**src/ptss_pkg.sv**
```systemverilog
// ----------------------------------------------------------------------------
// ptss_pkg
// Shared types and constants for the periodic task slot scheduler.
// ----------------------------------------------------------------------------
package ptss_pkg;

  localparam int TimelineSlotsDef = 64;
  localparam int TaskIdBitsDef    = 8;

  localparam int LenW    = 7;   // schedule length, slot counters
  localparam int TimeW   = 16;  // period and duration
  localparam int LoW     = 17;  // window start, holds start plus one period
  localparam int SlotW   = 6;   // slot_time field
  localparam int PerIdxW = 6;   // period_index field
  localparam int KindW   = 2;

  localparam logic [LenW-1:0] SchedLenRst = 7'd64;

  // Event kinds
  localparam logic [KindW-1:0] EvStart    = 2'd0;
  localparam logic [KindW-1:0] EvContinue = 2'd1;
  localparam logic [KindW-1:0] EvFailed   = 2'd2;
  localparam logic [KindW-1:0] EvRejected = 2'd3;

  // Commands from the controller to the datapath
  typedef struct packed {
    logic load;      // take a new task
    logic win;       // set up the current period window
    logic chk;       // count one slot in the check pass
    logic clm_init;  // restart the scan for the claim pass
    logic clm;       // examine one slot in the claim pass
    logic fail;      // post a period-failed event
    logic next;      // advance to the next window
    logic flush;     // send the held event as the last one
  } ptss_cmd_t;

  // Status from the datapath to the controller
  typedef struct packed {
    logic in_bad;    // offered task is invalid
    logic win_done;  // window start at or past the runtime
    logic chk_more;  // check pass still scanning
    logic fit;       // window has enough free slots
    logic clm_more;  // claim pass still scanning
    logic clm_emit;  // current claim slot posts an event
    logic can_emit;  // an event can be posted this cycle
    logic out_free;  // output register can be loaded
  } ptss_sts_t;

endpackage

```
**src/ptss_ctrl.sv**
```systemverilog
// ----------------------------------------------------------------------------
// ptss_ctrl
// Sequencer for the scheduler: steps each task through its period windows.
// ----------------------------------------------------------------------------
module ptss_ctrl (
  input  logic                clk_i,
  input  logic                rst_ni,
  input  logic                in_valid_i,
  output logic                in_ready_o,
  input  ptss_pkg::ptss_sts_t sts_i,
  output ptss_pkg::ptss_cmd_t cmd_o
);

  localparam logic [2:0] SIdle  = 3'd0;
  localparam logic [2:0] SWin   = 3'd1;
  localparam logic [2:0] SCheck = 3'd2;
  localparam logic [2:0] SFail  = 3'd3;
  localparam logic [2:0] SClaim = 3'd4;
  localparam logic [2:0] SFlush = 3'd5;

  logic [2:0] state_q, state_d;

  assign in_ready_o = (state_q == SIdle);

  always_comb begin
    state_d = state_q;
    cmd_o   = '0;
    unique case (state_q)
      SIdle: begin
        if (in_valid_i) begin
          cmd_o.load = 1'b1;
          state_d    = sts_i.in_bad ? SFlush : SWin;
        end
      end
      SWin: begin
        if (sts_i.win_done) begin
          state_d = SFlush;
        end else begin
          cmd_o.win = 1'b1;
          state_d   = SCheck;
        end
      end
      SCheck: begin
        if (sts_i.chk_more) begin
          cmd_o.chk = 1'b1;
        end else if (sts_i.fit) begin
          cmd_o.clm_init = 1'b1;
          state_d        = SClaim;
        end else begin
          state_d = SFail;
        end
      end
      SFail: begin
        if (sts_i.can_emit) begin
          cmd_o.fail = 1'b1;
          cmd_o.next = 1'b1;
          state_d    = SWin;
        end
      end
      SClaim: begin
        if (sts_i.clm_more) begin
          // hold while an event is due and the output side is full
          if (!sts_i.clm_emit || sts_i.can_emit) begin
            cmd_o.clm = 1'b1;
          end
        end else begin
          cmd_o.next = 1'b1;
          state_d    = SWin;
        end
      end
      SFlush: begin
        if (sts_i.out_free) begin
          cmd_o.flush = 1'b1;
          state_d     = SIdle;
        end
      end
      default: begin
        state_d = SIdle;
      end
    endcase
  end

  always_ff @(posedge clk_i or negedge rst_ni) begin
    if (!rst_ni) begin
      state_q <= SIdle;
    end else begin
      state_q <= state_d;
    end
  end

endmodule

```
**src/ptss_dp.sv**
```systemverilog
// ----------------------------------------------------------------------------
// ptss_dp
// Datapath: occupancy bitmap, window and slot counters, event holding and
// output registers.
// ----------------------------------------------------------------------------
module ptss_dp #(
  parameter int TIMELINE_SLOTS = ptss_pkg::TimelineSlotsDef,
  parameter int TASK_ID_BITS   = ptss_pkg::TaskIdBitsDef
) (
  input  logic                          clk_i,
  input  logic                          rst_ni,
  input  logic                          cfg_we_i,
  input  logic [ptss_pkg::LenW-1:0]     cfg_wdata_i,
  input  logic                          new_schedule_i,
  input  logic [TASK_ID_BITS-1:0]       task_id_i,
  input  logic [ptss_pkg::TimeW-1:0]    task_period_i,
  input  logic [ptss_pkg::TimeW-1:0]    task_duration_i,
  input  logic                          out_ready_i,
  output logic                          out_valid_o,
  output logic [ptss_pkg::KindW-1:0]    event_kind_o,
  output logic [ptss_pkg::SlotW-1:0]    slot_time_o,
  output logic [ptss_pkg::PerIdxW-1:0]  period_index_o,
  output logic [TASK_ID_BITS-1:0]       event_task_o,
  output logic                          last_event_o,
  input  ptss_pkg::ptss_cmd_t           cmd_i,
  output ptss_pkg::ptss_sts_t           sts_o
);

  localparam int IdxW = (TIMELINE_SLOTS > 1) ? $clog2(TIMELINE_SLOTS) : 1;
  localparam logic [ptss_pkg::LenW-1:0] SlotsMax = ptss_pkg::LenW'(TIMELINE_SLOTS);

  logic [TIMELINE_SLOTS-1:0]        busy_q;
  logic [ptss_pkg::LenW-1:0]        sched_len_q;
  logic [ptss_pkg::LenW-1:0]        runtime_q;
  logic [TASK_ID_BITS-1:0]          task_q;
  logic [ptss_pkg::TimeW-1:0]       period_q;
  logic [ptss_pkg::TimeW-1:0]       dur_q;
  logic [ptss_pkg::LoW-1:0]         lo_q;
  logic [ptss_pkg::LenW-1:0]        hi_q;
  logic [ptss_pkg::LenW-1:0]        j_q;
  logic [ptss_pkg::LenW-1:0]        free_q;
  logic [ptss_pkg::LenW-1:0]        need_q;
  logic [ptss_pkg::PerIdxW-1:0]     idx_q;
  logic                             started_q;
  logic                             gap_q;
  logic                             pend_valid_q;
  logic [ptss_pkg::KindW-1:0]       pend_kind_q;
  logic [ptss_pkg::SlotW-1:0]       pend_slot_q;
  logic [ptss_pkg::PerIdxW-1:0]     pend_idx_q;
  logic                             out_valid_q;
  logic [ptss_pkg::KindW-1:0]       out_kind_q;
  logic [ptss_pkg::SlotW-1:0]       out_slot_q;
  logic [ptss_pkg::PerIdxW-1:0]     out_idx_q;
  logic [TASK_ID_BITS-1:0]          out_task_q;
  logic                             out_last_q;

  logic [ptss_pkg::LoW-1:0]         win_sum;
  logic [ptss_pkg::LenW-1:0]        win_hi;
  logic [ptss_pkg::LenW-1:0]        runtime_d;
  logic                             cur_free;
  logic                             emit_en;
  logic [ptss_pkg::KindW-1:0]       emit_kind;
  logic [ptss_pkg::SlotW-1:0]       emit_slot;
  logic                             out_load;

  assign win_sum  = lo_q + ptss_pkg::LoW'(period_q);
  assign win_hi   = (win_sum > ptss_pkg::LoW'(runtime_q)) ? runtime_q
                                                          : win_sum[ptss_pkg::LenW-1:0];
  assign cur_free = !busy_q[j_q[IdxW-1:0]];

  always_comb begin
    if (sched_len_q == '0) begin
      runtime_d = ptss_pkg::LenW'(1);
    end else if (sched_len_q > SlotsMax) begin
      runtime_d = SlotsMax;
    end else begin
      runtime_d = sched_len_q;
    end
  end

  // Status
  assign sts_o.in_bad   = (task_period_i == '0) || (task_duration_i == '0) ||
                          (task_duration_i > task_period_i);
  assign sts_o.win_done = (lo_q >= ptss_pkg::LoW'(runtime_q));
  assign sts_o.chk_more = (j_q < hi_q) && (ptss_pkg::TimeW'(free_q) < dur_q);
  assign sts_o.fit      = (ptss_pkg::TimeW'(free_q) >= dur_q);
  assign sts_o.clm_more = (j_q < hi_q) && (need_q != '0);
  assign sts_o.clm_emit = cur_free && (!started_q || gap_q);
  assign sts_o.out_free = !out_valid_q || out_ready_i;
  assign sts_o.can_emit = !pend_valid_q || sts_o.out_free;

  assign emit_en   = cmd_i.fail || (cmd_i.clm && sts_o.clm_emit);
  assign emit_kind = cmd_i.fail ? ptss_pkg::EvFailed
                   : (started_q ? ptss_pkg::EvContinue : ptss_pkg::EvStart);
  assign emit_slot = cmd_i.fail ? '0 : j_q[ptss_pkg::SlotW-1:0];
  assign out_load  = (emit_en && pend_valid_q) || cmd_i.flush;

  // Control state
  always_ff @(posedge clk_i or negedge rst_ni) begin
    if (!rst_ni) begin
      sched_len_q  <= ptss_pkg::SchedLenRst;
      busy_q       <= '0;
      pend_valid_q <= 1'b0;
      out_valid_q  <= 1'b0;
    end else begin
      if (cfg_we_i) begin
        sched_len_q <= cfg_wdata_i;
      end
      if (cmd_i.load && new_schedule_i) begin
        busy_q <= '0;
      end else if (cmd_i.clm && cur_free) begin
        busy_q[j_q[IdxW-1:0]] <= 1'b1;
      end
      if (cmd_i.load) begin
        pend_valid_q <= sts_o.in_bad;
      end else if (emit_en) begin
        pend_valid_q <= 1'b1;
      end else if (cmd_i.flush) begin
        pend_valid_q <= 1'b0;
      end
      if (out_load) begin
        out_valid_q <= 1'b1;
      end else if (out_ready_i) begin
        out_valid_q <= 1'b0;
      end
    end
  end

  // Payload
  always_ff @(posedge clk_i) begin
    if (cmd_i.load) begin
      task_q    <= task_id_i;
      period_q  <= task_period_i;
      dur_q     <= task_duration_i;
      runtime_q <= runtime_d;
      lo_q      <= '0;
      idx_q     <= '0;
      if (sts_o.in_bad) begin
        pend_kind_q <= ptss_pkg::EvRejected;
        pend_slot_q <= '0;
        pend_idx_q  <= '0;
      end
    end
    if (cmd_i.win) begin
      hi_q      <= win_hi;
      j_q       <= lo_q[ptss_pkg::LenW-1:0];
      free_q    <= '0;
      started_q <= 1'b0;
      gap_q     <= 1'b0;
    end
    if (cmd_i.chk) begin
      if (cur_free) begin
        free_q <= free_q + ptss_pkg::LenW'(1);
      end
      j_q <= j_q + ptss_pkg::LenW'(1);
    end
    if (cmd_i.clm_init) begin
      j_q    <= lo_q[ptss_pkg::LenW-1:0];
      need_q <= dur_q[ptss_pkg::LenW-1:0];
    end
    if (cmd_i.clm) begin
      if (cur_free) begin
        need_q    <= need_q - ptss_pkg::LenW'(1);
        started_q <= 1'b1;
        gap_q     <= 1'b0;
      end else if (started_q) begin
        gap_q <= 1'b1;
      end
      j_q <= j_q + ptss_pkg::LenW'(1);
    end
    if (cmd_i.next) begin
      lo_q  <= win_sum;
      idx_q <= idx_q + ptss_pkg::PerIdxW'(1);
    end
    if (emit_en) begin
      pend_kind_q <= emit_kind;
      pend_slot_q <= emit_slot;
      pend_idx_q  <= idx_q;
    end
    if (out_load) begin
      out_kind_q <= pend_kind_q;
      out_slot_q <= pend_slot_q;
      out_idx_q  <= pend_idx_q;
      out_task_q <= task_q;
      out_last_q <= cmd_i.flush;
    end
  end

  assign out_valid_o    = out_valid_q;
  assign event_kind_o   = out_kind_q;
  assign slot_time_o    = out_slot_q;
  assign period_index_o = out_idx_q;
  assign event_task_o   = out_task_q;
  assign last_event_o   = out_last_q;

endmodule

```
**src/periodic_task_slot_scheduler_top.sv**
```systemverilog
// ----------------------------------------------------------------------------
// periodic_task_slot_scheduler_top
// Fixed-priority periodic time-slot scheduler: places one periodic task per
// transaction into a slot occupancy bitmap and reports start, continue,
// period-failed and rejected events.
// ----------------------------------------------------------------------------
//
//  Channel | Direction | Handshake                | Payload
//  --------+-----------+--------------------------+--------------------------------
//  cfg     | in        | cfg_we_i (no wait)       | cfg_wdata_i = schedule_length
//  in      | in        | in_valid_i / in_ready_o  | new_schedule, task_id, period,
//          |           |                          | duration
//  out     | out       | out_valid_o / out_ready_i| event_kind, slot_time,
//          |           |                          | period_index, event_task, last
//
//  Flow: one task at a time. One slot of the bitmap is scanned per cycle, in a
//  check pass and then a claim pass of each period window; the claim pass
//  holds on a slot whose event is due while the output side is full. The
//  single slot scan counter over the occupancy bitmap sets the scan pace.
//  Reset: asynchronous, active low; clears the bitmap, sets schedule_length to
//  64 and drops any event in flight.
//  Stalls: a full output register holds the scan only when a new event is due;
//  in_ready_o rises again as soon as the last event of a task is loaded into
//  the output register.
//
module periodic_task_slot_scheduler_top #(
  parameter int TIMELINE_SLOTS = ptss_pkg::TimelineSlotsDef,
  parameter int TASK_ID_BITS   = ptss_pkg::TaskIdBitsDef
) (
  input  logic                          clk_i,
  input  logic                          rst_ni,
  // configuration
  input  logic                          cfg_we_i,
  input  logic [ptss_pkg::LenW-1:0]     cfg_wdata_i,
  // task input
  input  logic                          in_valid_i,
  output logic                          in_ready_o,
  input  logic                          new_schedule_i,
  input  logic [TASK_ID_BITS-1:0]       task_id_i,
  input  logic [ptss_pkg::TimeW-1:0]    task_period_i,
  input  logic [ptss_pkg::TimeW-1:0]    task_duration_i,
  // event output
  output logic                          out_valid_o,
  input  logic                          out_ready_i,
  output logic [ptss_pkg::KindW-1:0]    event_kind_o,
  output logic [ptss_pkg::SlotW-1:0]    slot_time_o,
  output logic [ptss_pkg::PerIdxW-1:0]  period_index_o,
  output logic [TASK_ID_BITS-1:0]       event_task_o,
  output logic                          last_event_o
);

  ptss_pkg::ptss_cmd_t cmd;
  ptss_pkg::ptss_sts_t sts;

  // Sequencer: window loop, check pass, claim pass, final flush
  ptss_ctrl u_ctrl (
    .clk_i      (clk_i),
    .rst_ni     (rst_ni),
    .in_valid_i (in_valid_i),
    .in_ready_o (in_ready_o),
    .sts_i      (sts),
    .cmd_o      (cmd)
  );

  // Bitmap, counters and the one-event lookahead that marks the last event
  ptss_dp #(
    .TIMELINE_SLOTS (TIMELINE_SLOTS),
    .TASK_ID_BITS   (TASK_ID_BITS)
  ) u_dp (
    .clk_i           (clk_i),
    .rst_ni          (rst_ni),
    .cfg_we_i        (cfg_we_i),
    .cfg_wdata_i     (cfg_wdata_i),
    .new_schedule_i  (new_schedule_i),
    .task_id_i       (task_id_i),
    .task_period_i   (task_period_i),
    .task_duration_i (task_duration_i),
    .out_ready_i     (out_ready_i),
    .out_valid_o     (out_valid_o),
    .event_kind_o    (event_kind_o),
    .slot_time_o     (slot_time_o),
    .period_index_o  (period_index_o),
    .event_task_o    (event_task_o),
    .last_event_o    (last_event_o),
    .cmd_i           (cmd),
    .sts_o           (sts)
  );

endmodule

```
**config.mk**
```make
export PLATFORM = sky130hd
export DESIGN_NAME = periodic_task_slot_scheduler_top
export DESIGN_NICKNAME = d
export VERILOG_FILES = /design/src/ptss_pkg.sv /design/src/ptss_ctrl.sv /design/src/ptss_dp.sv /design/src/periodic_task_slot_scheduler_top.sv
export SDC_FILE = /design/constraint.sdc
export NUM_CORES = 1
export LEC_CHECK = 0
export BUFFER_PORTS_ARGS = -buffer_cell sky130_fd_sc_hd__clkbuf_2
export CORE_AREA = 5 5 133 261
export CTS_CLUSTER_DIAMETER = 30
export DETAILED_ROUTE_END_ITERATION = 12
export DIE_AREA = 0 0 138 266
export HOLD_SLACK_MARGIN = 0.06
export PLACE_DENSITY = 0.49
export SYNTH_ARGS = -nofsm -noshare
export SYNTH_HDL_FRONTEND = slang
export SYNTH_SLANG_ARGS = --single-unit
export TNS_END_PERCENT = 5
```
**constraint.sdc**
```tcl
create_clock -name clk_i -period 6.03 [get_ports clk_i]
set_clock_uncertainty 0.2 [all_clocks]
set_input_delay 0.3015 -clock clk_i [delete_from_list [all_inputs] [get_ports clk_i]]
set_output_delay 0.3015 -clock clk_i [all_outputs]
set_load 0.02 [all_outputs]
```
Yosys cells after proc, flatten, opt, wreduce, memory -nomap -nowiden
Index checks and enable logic that the tools add are counted.

Add/sub/neg operators: 5. Bitwise logic cells: 1. $lt $le $gt $ge: 9. Equality and inequality tests: 10. Mux-type cells: 70. Reduce and logical (&&, ||, !) cells: 36.

Operators by type and width (number): 64-bit two-way mux (2); 7-bit two-way mux (12); 64-bit OR (1); 6-bit two-way mux (7); 17-bit two-way mux (2); 16-bit logical NOT (2); 1-bit two-way mux (29); 3-bit two-way mux (8); 3-bit case mux with 6 select lines (1); 17-bit by 16-bit adder with 17-bit output (1); 17-bit by 7-bit greater-or-equal comparator with 1-bit output (1); 17-bit by 7-bit > comparator with 1-bit output (1); 7-bit by 16-bit greater-or-equal comparator with 1-bit output (1); 16-bit > comparator (1); 7-bit by 16-bit less-than comparator with 1-bit output (1); 7-bit by 1-bit adder with 7-bit output (second input constant) (2); 2-bit two-way mux (6); 2-bit nonzero test (5); 1-bit logical AND (8); 1-bit logical OR (8); 7-bit > comparator (second input constant) (1); 7-bit logical NOT (1); 6-bit by 7-bit less-than comparator with 1-bit output (second input constant) (1); 7-bit less-than comparator (1); other kinds (19) (28).

Output and inout bits: 25. Register bits: 213. Bits of input ports: 53.

Depth between registers and ports, before layout
Gate-level depths: netlist (run 1).

Depth after elaboration: 14. Mapped depth: 15. Gate-level depth less buffers: 15.

Hierarchy
From an unflattened synthesis (run 1), not the netlist that was laid out.

Cell total of the unflattened synthesis: 962. Area total of the unflattened synthesis: 10690.3 um^2.

Modules (own cells, without submodules): ptss_dp (area each 10346.2 um^2, times used 1, cells each 919, seq. area each 5781.8 um^2); ptss_ctrl (area each 344.1 um^2, times used 1, cells each 43, seq. area each 75.1 um^2).

Worst setup path before layout (run 1)
No wires, ideal clock.

Path kind: register to register. From: reg u_ctrl.state_q[2]. To: reg u_dp.busy_q[7]. Clock period less this slack: 4.056 ns. Stages on the path, launching flop included: 10. Data required time: 5.700 ns. Path buffers: 3. Arrival: 3.726 ns. Path slack: 1.974 ns. Setup time: 0.130 ns. Cells stage by stage: dfrtp_1 clkbuf_1 nor3_1 nand2_1 inv_1 nand2_1 clkbuf_1 clkbuf_1 nand2_1 o21ai_1.

RTL lines: start, declared (line ptss_ctrl.sv:21) `logic [2:0] state_q, state_d;`; start signal, assigned (line ptss_ctrl.sv:85) `state_q <= SIdle;`; start signal, assigned (line ptss_ctrl.sv:87) `state_q <= state_d;`; end signal, assigned (line ptss_dp.sv:102) `busy_q <= '0;`; end signal, assigned (line ptss_dp.sv:110) `busy_q <= '0;`; end signal, assigned by index (line ptss_dp.sv:112) `busy_q[j_q[IdxW-1:0]] <= 1'b1;`; end, declared (line ptss_dp.sv:32) `logic [TIMELINE_SLOTS-1:0] busy_q;`.

Worst setup path in the final report (run 1)
From: reg u_dp.j_q[1] in the netlist's numbering. To: reg u_dp.out_idx_q, in the netlist u_dp.period_index_o[2], enable pin.

Word-level cells in the longest chain between the ends: 13. Elaborated cells on any way between the ends: 15. Classes of those cells: 1 x order compare; 5 x mux; 9 x reduce/logical.

Ends and longest elaborated chain: start, declared (line ptss_dp.sv:40) `logic [ptss_pkg::LenW-1:0] j_q;`; start signal, assigned (line ptss_dp.sv:146) `j_q <= lo_q[ptss_pkg::LenW-1:0];`; start signal, assigned (line ptss_dp.sv:155) `j_q <= j_q + ptss_pkg::LenW'(1);`; start signal, assigned (line ptss_dp.sv:158) `j_q <= lo_q[ptss_pkg::LenW-1:0];`; 1-bit binary-select mux with 6-bit select (line ptss_dp.sv:69) `assign cur_free = !busy_q[j_q[IdxW-1:0]];`; 1-bit two-way mux (implied by the code) (line ptss_dp.sv:69); 1-bit logical NOT (line ptss_dp.sv:69); 1-bit logical AND (line ptss_dp.sv:88) `assign sts_o.clm_emit = cur_free && (!started_q || gap_q);`; 1-bit logical NOT (line ptss_ctrl.sv:63) `if (!sts_i.clm_emit || sts_i.can_emit) begin`; 1-bit logical OR (line ptss_ctrl.sv:63); 1-bit two-way mux (line ptss_ctrl.sv:63); 1-bit two-way mux (line ptss_ctrl.sv:61) `if (sts_i.clm_more) begin`; 1-bit two-way mux (line ptss_ctrl.sv:28) `unique case (state_q)`; 1-bit logical AND * (line ptss_dp.sv:92) `assign emit_en = cmd_i.fail || (cmd_i.clm && sts_o.clm_emit);`; 1-bit logical OR * (line ptss_dp.sv:92); 1-bit logical AND * (line ptss_dp.sv:96) `assign out_load = (emit_en && pend_valid_q) || cmd_i.flush;`; 1-bit logical OR * (line ptss_dp.sv:96); net u_dp.out_load (line ptss_dp.sv:64) `logic out_load;`; end signal, assigned (line ptss_dp.sv:183) `out_idx_q <= pend_idx_q;`; end, declared (line ptss_dp.sv:53) `logic [ptss_pkg::PerIdxW-1:0] out_idx_q;`.

The timed path passes the listed nets; every way through them passes the cells marked *. The select of a mux whose other input is x is not followed. A chain may end at the register's enable or synchronous reset.

==> results of run 1 <==
sequential cells by signal, summed over array words and instances, names as in the netlist, 8 cells and up:
name	count
u_dp.dur_q	16
u_dp.period_q	16
u_dp.task_q	8
u_dp.lo_q	17
u_dp.busy_q	64
u_dp.event_task_o	8
worst register-to-register path: stages (launching register included):
cell and delay, ns:
edfxtp_1 0.84, nor2b_1 0.42, a221oi_1 0.41, a221oi_2 0.11, a311oi_2 0.33, a41oi_2 0.13
and3b_2 0.92, a21oi_2 0.29, o22ai_2 0.94
cells in the final DEF (no fill, tap or decap), types with 15 or more instances in the layout:
cell / synthesis / final
inv_1: 56 / 55
clkbuf_2: 0 / 76
dfxtp_1: 16 / 16
o21ai_1: 65 / 66
nand2_1: 105 / 104
clkbuf_16: 0 / 37
edfxtp_1: 121 / 121
mux2_2: 20 / 20
a21o_1: 15 / 15
o21ai_0: 28 / 27
nand4_1: 17 / 17
nor2b_1: 27 / 27
a21oi_1: 30 / 29
xnor2_1: 16 / 16
nor2_1: 46 / 46
dlygate4sd3_1: 0 / 57
nand3_1: 20 / 20
ha_1: 64 / 64
dfrtp_1: 75 / 75
power by group through the flow:
stage	combinational, mW	clock, mW	sequential, mW
2_1_floorplan	1.05	0	2.07
6_report	1.47	1.95	2.09
3_3_place_gp	1.45	0	2.12
3_5_place_dp	1.46	0	2.12
5_1_grt	1.63	2.06	2.12
4_1_cts	1.49	2.00	2.10
metrics by stage:
stage	instance area, um^2	setup WS (ns)
final	13310	1.035
after global routing	13310	0.6789
after CTS	13310	0.9784
after detailed placement	11580	0.9879
after global placement	11580	1.046
after floorplan	10800	1.974
logic make-up after synthesis:
group           after synthesis  share of synthesized area
fa+ha+maj                    65                    0.07597
simple gates                286                     0.1465
flops                       213                     0.5421
buf+inv                      96                    0.03972
mux                          42                    0.04829
xor+xnor                     24                    0.01946
compound gates              213                     0.1280
metal layers:
| metal | global-route usage | up-vias |
|---|---|---|
| met5 | 0 | - |
| met4 | 0.08794 | 0 |
| met3 | 0.02065 | 88 |
| met2 | 0.3234 | 174 |
| met1 | 0.1416 | 3713 |
| li1 | - | 3746 |
final cells by class:
type | count | area [um^2]
clock inverter | 22 | 198.9
clock buffer | 44 | 962.2
fill | 3162 | 19040
inverter | 58 | 217.7
timing repair buffer | 141 | 1011
sequential | 213 | 5857
tap | 427 | 534.3
multi-input combinational | 630 | 4532
repair_timing:
item                                   CTS  global route
hold buffers                            57             0
endpoints found under the hold margin  124             0
buffers inserted                         0             0
worst paths after layout:
path | startpoint | endpoint | slack (ns) | cells past startpoint
worst min-delay path | in_valid_i | u_dp.pend_valid_q | 0.12 | 4
worst max-delay path | u_dp.j_q[1] | u_dp.period_index_o[2] | 1.04 | 8
worst min register to register | u_dp.pend_kind_q[1] | u_dp.event_kind_o[1] | 0.22 | 0
max in group asynchronous | rst_ni | u_ctrl.state_q[1] | 4.62 | 3
min in group asynchronous | rst_ni | u_dp.busy_q[6] | 0.38 | 3
worst max register to register | u_dp.j_q[1] | u_dp.period_index_o[2] | 1.04 | 8
==> reports/qor.yml, run 1 <==
cts_tree: "yes"
async_flop_share: 0.3568
setup_viol: 0
synth_top_area_frac: 0.3363
clkTransAtPathRegs_ns: 0.06
via_count: 7721
clkPwrFrac: 0.353
place_hpwl_mm: 21.42
cp-start-kind: "flip-flop"
diodes: 0
cp-end-kind: "flip-flop"
h-tree-depth: 2
ys_top_cells_by_area: "edfxtp_1 (34%), dfrtp_1 (17%), ha_1 (7.4%)"
ys.flop_type: "edfxtp_1"
final_cells: 1535
wl_met3_um: 849
grt_pass1_vias: 8189
slew_headroom: 0.1752
start_util: 0.3340
rsz0062_at_grt: "false"
ios: 78
path_cells: "nor2b_1 -> a221oi_1 -> a221oi_2 -> a311oi_2 -> a41oi_2 -> and3b_2 -> a21oi_2 -> o22ai_2"
fp.dieH_um: 266
grtUsageTotal: 0.1565
cap_violations: 0
core_um2: 32350
ant_nets: 0
ir_drop_uv: 253.0
clk_path_buf_depth: 3
rows: 93
crit_family: "compound AO/OA/AOI/OAI gates"
power_density_nw_per_um2: 413.9
synthMostInstantiatedCell: "edfxtp_1"
period_share: 0.8284
ys_types: 79
grt_overflow: 0
cp_num_buf_inv: 0
grt_antenna_before_repair: 0
pwr-share-seq: 0.379
ys_seq_area_frac: 0.5421
dp_cells: 1412
drtIter0Drc: 337
yosys-top-cells-count: "edfxtp_1 (121), nand2_1 (105), dfrtp_1 (75)"
grt_max_degree: 73
power.share.combinational: 0.267
crit_fanout: 32
total_power_mw: 5.511
wire_per_inst_um: 18.86
synthesis.nets: 1057
viasPerCell: 5.030
status: "finished clean"
postSynthCellCount: 939
cts.sinks: 213
io_buffers: 77
holdWs_ns: 0.1153
layout-drive-gt1-share: 0.1823
critPathArrivalTime_ns: 4.92
ctsRootBufferMaster: "clkbuf_16"
worst_ep_required_time_ns: 5.95
wl_met2_mm: 16.97
cpMaxStageDelayCell: "o22ai_2"
post-route-min-period_ns: 4.995
area_delta_synth_final_pct: 23.22
path_class: "flip-flop to flip-flop"
route.detailed.drc: 0
synth_warnings: 0
synth-seq-cells: 213
drt-met1-wl_mm: 9.457
fin_nets: 1198
p_sw_mw: 1.872
fin_tns_setup_ns: 0
p_leak_nw: 5.439
synth_edf_count: 121
die_w_um: 138
syn_avg_cell_area_um2: 11.51
clock.fmax_mhz: 200.2
firstDrtPassIters: 5
highest_layer: "met4"
cts_resized: 0
wl_mm: 28.95
gp_congestion: 0.8916
hold_viol_final: 0
slowest_delay_ns: 0.94
synth_top_area_cell: "edfxtp_1"
clkLatencyLatePin_ns: 0.52
tightest_slew_ns: 1.229
slew_violations: 0
final_util: 0.4115
die-area_um2: 36710
hp-class: "input pin to flip-flop"
cts_buffers: 36
p_int_mw: 3.639
grt_pass1_wl_mm: 45.27
syn_area_um2: 10800
swShare: 0.3397
Note: power is estimated with default switching activity, not from simulation.
==> run 2: changes to the inputs <==
- PLACE_DENSITY: 0.49 -> 0.51
- clock period: 6.03 -> 4.55 ns (I/O delays scaled with it)
==> run 2 against run 1 <==
Against the previous run:
- count of clock-buffer cells in the layout is 9 lower
- design area unchanged
- fmax increased by 22%
- utilization unchanged
- cell count is 0.59% higher
- critical endpoint is now u_dp.hi_q[3]
- wire length decreased by 1.5%
- largest cell class unchanged
==> reports/qor.yml, run 2 (synthesis gave the netlist of run 1 again) <==
clkTransAtPathRegs_ns: 0.06
pre_cts_ws_ns: 0.4520
gp_congestion: 0.8334
cp-start-kind: "flip-flop"
rsz0062_at_grt: "false"
power_density_nw_per_um2: 535.5
ios: 78
die_w_um: 138
path_class: "flip-flop to flip-flop"
ant_nets: 0
power.share.combinational: 0.288
min_delay_path_depth: 2
final_cell_mix: "edfxtp_1 (121), nand2_1 (104), clkbuf_2 (76)"
slew_headroom: 0.2202
setup_viol: 0
post-route-min-period_ns: 4.097
p_leak_nw: 5.452
busiest_layer: "met2"
io_buffers: 77
grt_max_degree: 77
viasPerCell: 5.085
regMostFlops: "u_dp.busy_q"
dp_cells: 1429
hp-start: "task_id_i[6]"
wl_mm: 28.50
slowest_delay_ns: 0.41
post_cts_buffers: 0
reg2reg_to: "u_dp.hi_q[3]"
wire_per_inst_um: 18.46
layout-drive-gt1-share: 0.1934
ir_drop_uv: 444.5
min_delay_worst_endpoint: "u_dp.task_q[6]"
reg_top3: "u_dp.busy_q x64, u_dp.lo_q x17"
grt_util_met2: 0.3195
grt_overflow: 0
hp-class: "input pin to flip-flop"
start_util: 0.3340
use_met1: 0.1408
swShare: 0.3466
fp.dieH_um: 266
crit_fanout: 7
fin_tns_setup_ns: 0
place_hpwl_mm: 21.19
fin_ws_ns: 0.4527
drtIter0Drc: 326
hold_viol_final: 0
clk_path_buf_depth: 3
cts_buffers: 31
fillerInstances: 3204
rows: 93
p_int_mw: 4.658
via_count: 7851
grt_use_met3: 0.01670
core_um2: 32350
clock.fmax_mhz: 244.1
area_delta_synth_final_pct: 23.22
grt_antenna_before_repair: 0
path_cells: "ha_1 -> inv_1 -> fa_1 -> nor2b_1 -> o2111a_1 -> nor2_1 -> xnor2_1 -> ha_1 -> a211oi_1 -> o211ai_1 -> o221ai_1 -> nand4_1 -> nor4b_4 -> nand4_4 -> mux2_1"
cpMaxStageDelayCell: "fa_1"
final_util: 0.4115
grt_pass1_vias: 8324
period_share: 0.9005
clkLatencyLatePin_ns: 0.56
cap_violations: 0
r2r_cells: 15
p_sw_mw: 2.471
reg2reg_from: "u_dp.lo_q[0]"
ctsHoldBuffers: 57
pwr-share-seq: 0.382
ctsRootBufferMaster: "clkbuf_16"
firstDrtPassIters: 4
fin_nets: 1210
worst_ep_required_time_ns: 4.65
cts_resized: 0
mostFrequentLayoutCell: "edfxtp_1"
cp-end-kind: "flip-flop"
status: "finished clean"
largest_reg_flops: 64
cts_tree: "yes"
diodes: 0
route.detailed.drc: 0
slew_violations: 0
multiInputGateArea_um2: 4532
grt_pass1_wl_mm: 44.74
grtUsageTotal: 0.1534
rrSetupSlack_ns: 0.45
clkPwrFrac: 0.330
crit_top_cell: "ha_1"
register_area_um2: 5857
die-area_um2: 36710
final_cells: 1544
cts.sinks: 213
critPathArrivalTime_ns: 4.20
tightest_slew_ns: 1.162
h-tree-depth: 1
## run 2: cell count changes in the layout (fill, tap and decap cells not counted)
| cell | delta |
|---|---|
| clkbuf_1 | -4 |
| clkbuf_16 | -5 |
| clkinv_8 | -2 |
| inv_8 | +2 |
| clkinv_1 | -1 |
| clkinvlp_4 | +2 |
| inv_6 | -1 |
| buf_4 | +17 |
| clkinv_4 | +4 |
| clkinv_2 | -3 |
## run 2: final cells by class
| type | instances | area share |
|---|---|---|
| flip-flops and latches | 213 | 0.4399 |
| clock buffers | 35 | 0.06175 |
| multi-input cells | 630 | 0.3404 |
| inverters | 58 | 0.01635 |
| clock inverters | 23 | 0.01588 |
| well taps | 427 | 0.04013 |
| repair buffers | 158 | 0.08553 |
## run 2: worst max-delay path by stage
stage,slack [ns],depth (start not counted),start,end
after detailed placement,0.45,15,u_dp.lo_q[0],u_dp.hi_q[0]
after floorplan,0.49,9,u_ctrl.state_q[2],u_dp.busy_q[7]
after CTS,0.44,15,u_dp.lo_q[0],u_dp.hi_q[3]
final,0.45,15,u_dp.lo_q[0],u_dp.hi_q[3]
after global routing,0.20,15,u_dp.lo_q[0],u_dp.hi_q[5]
after global placement,0.54,15,u_dp.lo_q[0],u_dp.hi_q[6]
## run 2: power by group through the flow
stage / sequential (mW) / combinational (mW) / clock [mW]
after floorplan: 2.74 / 1.39 / 0
after global placement: 2.76 / 2.02 / 0
after detailed placement: 2.76 / 2.04 / 0
after CTS: 2.73 / 2.08 / 2.41
after global routing: 2.77 / 2.26 / 2.49
final: 2.72 / 2.05 / 2.35
## run 2: metrics by stage
stage               hold WS, ns  power, mW  area, um^2
global route             0.1696      7.523       13310
floorplan               -0.2681      4.131       10800
detailed placement       0.2061      4.799       11710
finish                   0.1831      7.129       13310
CTS                      0.1503      7.227       13310
global placement         0.2006      4.777       11710
## run 2: worst max-delay path, delay by kind of cell, from the launching register on
kind	cells	cell delay [ns]
AOI/OAI and AO/OA	4	0.69
xor gates and xnor gates	1	0.25
adders and majority gates	3	0.92
buffers and inverters	1	0.07
DFF	1	0.35
muxes	1	0.38
and+or+nand+nor	5	0.97
## run 2: metal layers
layer / vias up / share of wire / routed length, um
li1: 3784 / - / -
met1: 3827 / 0.33 / 9388
met2: 169 / 0.59 / 16870
met3: 71 / 0.030 / 864
met4: 0 / 0.048 / 1379
met5: - / 0 / 0
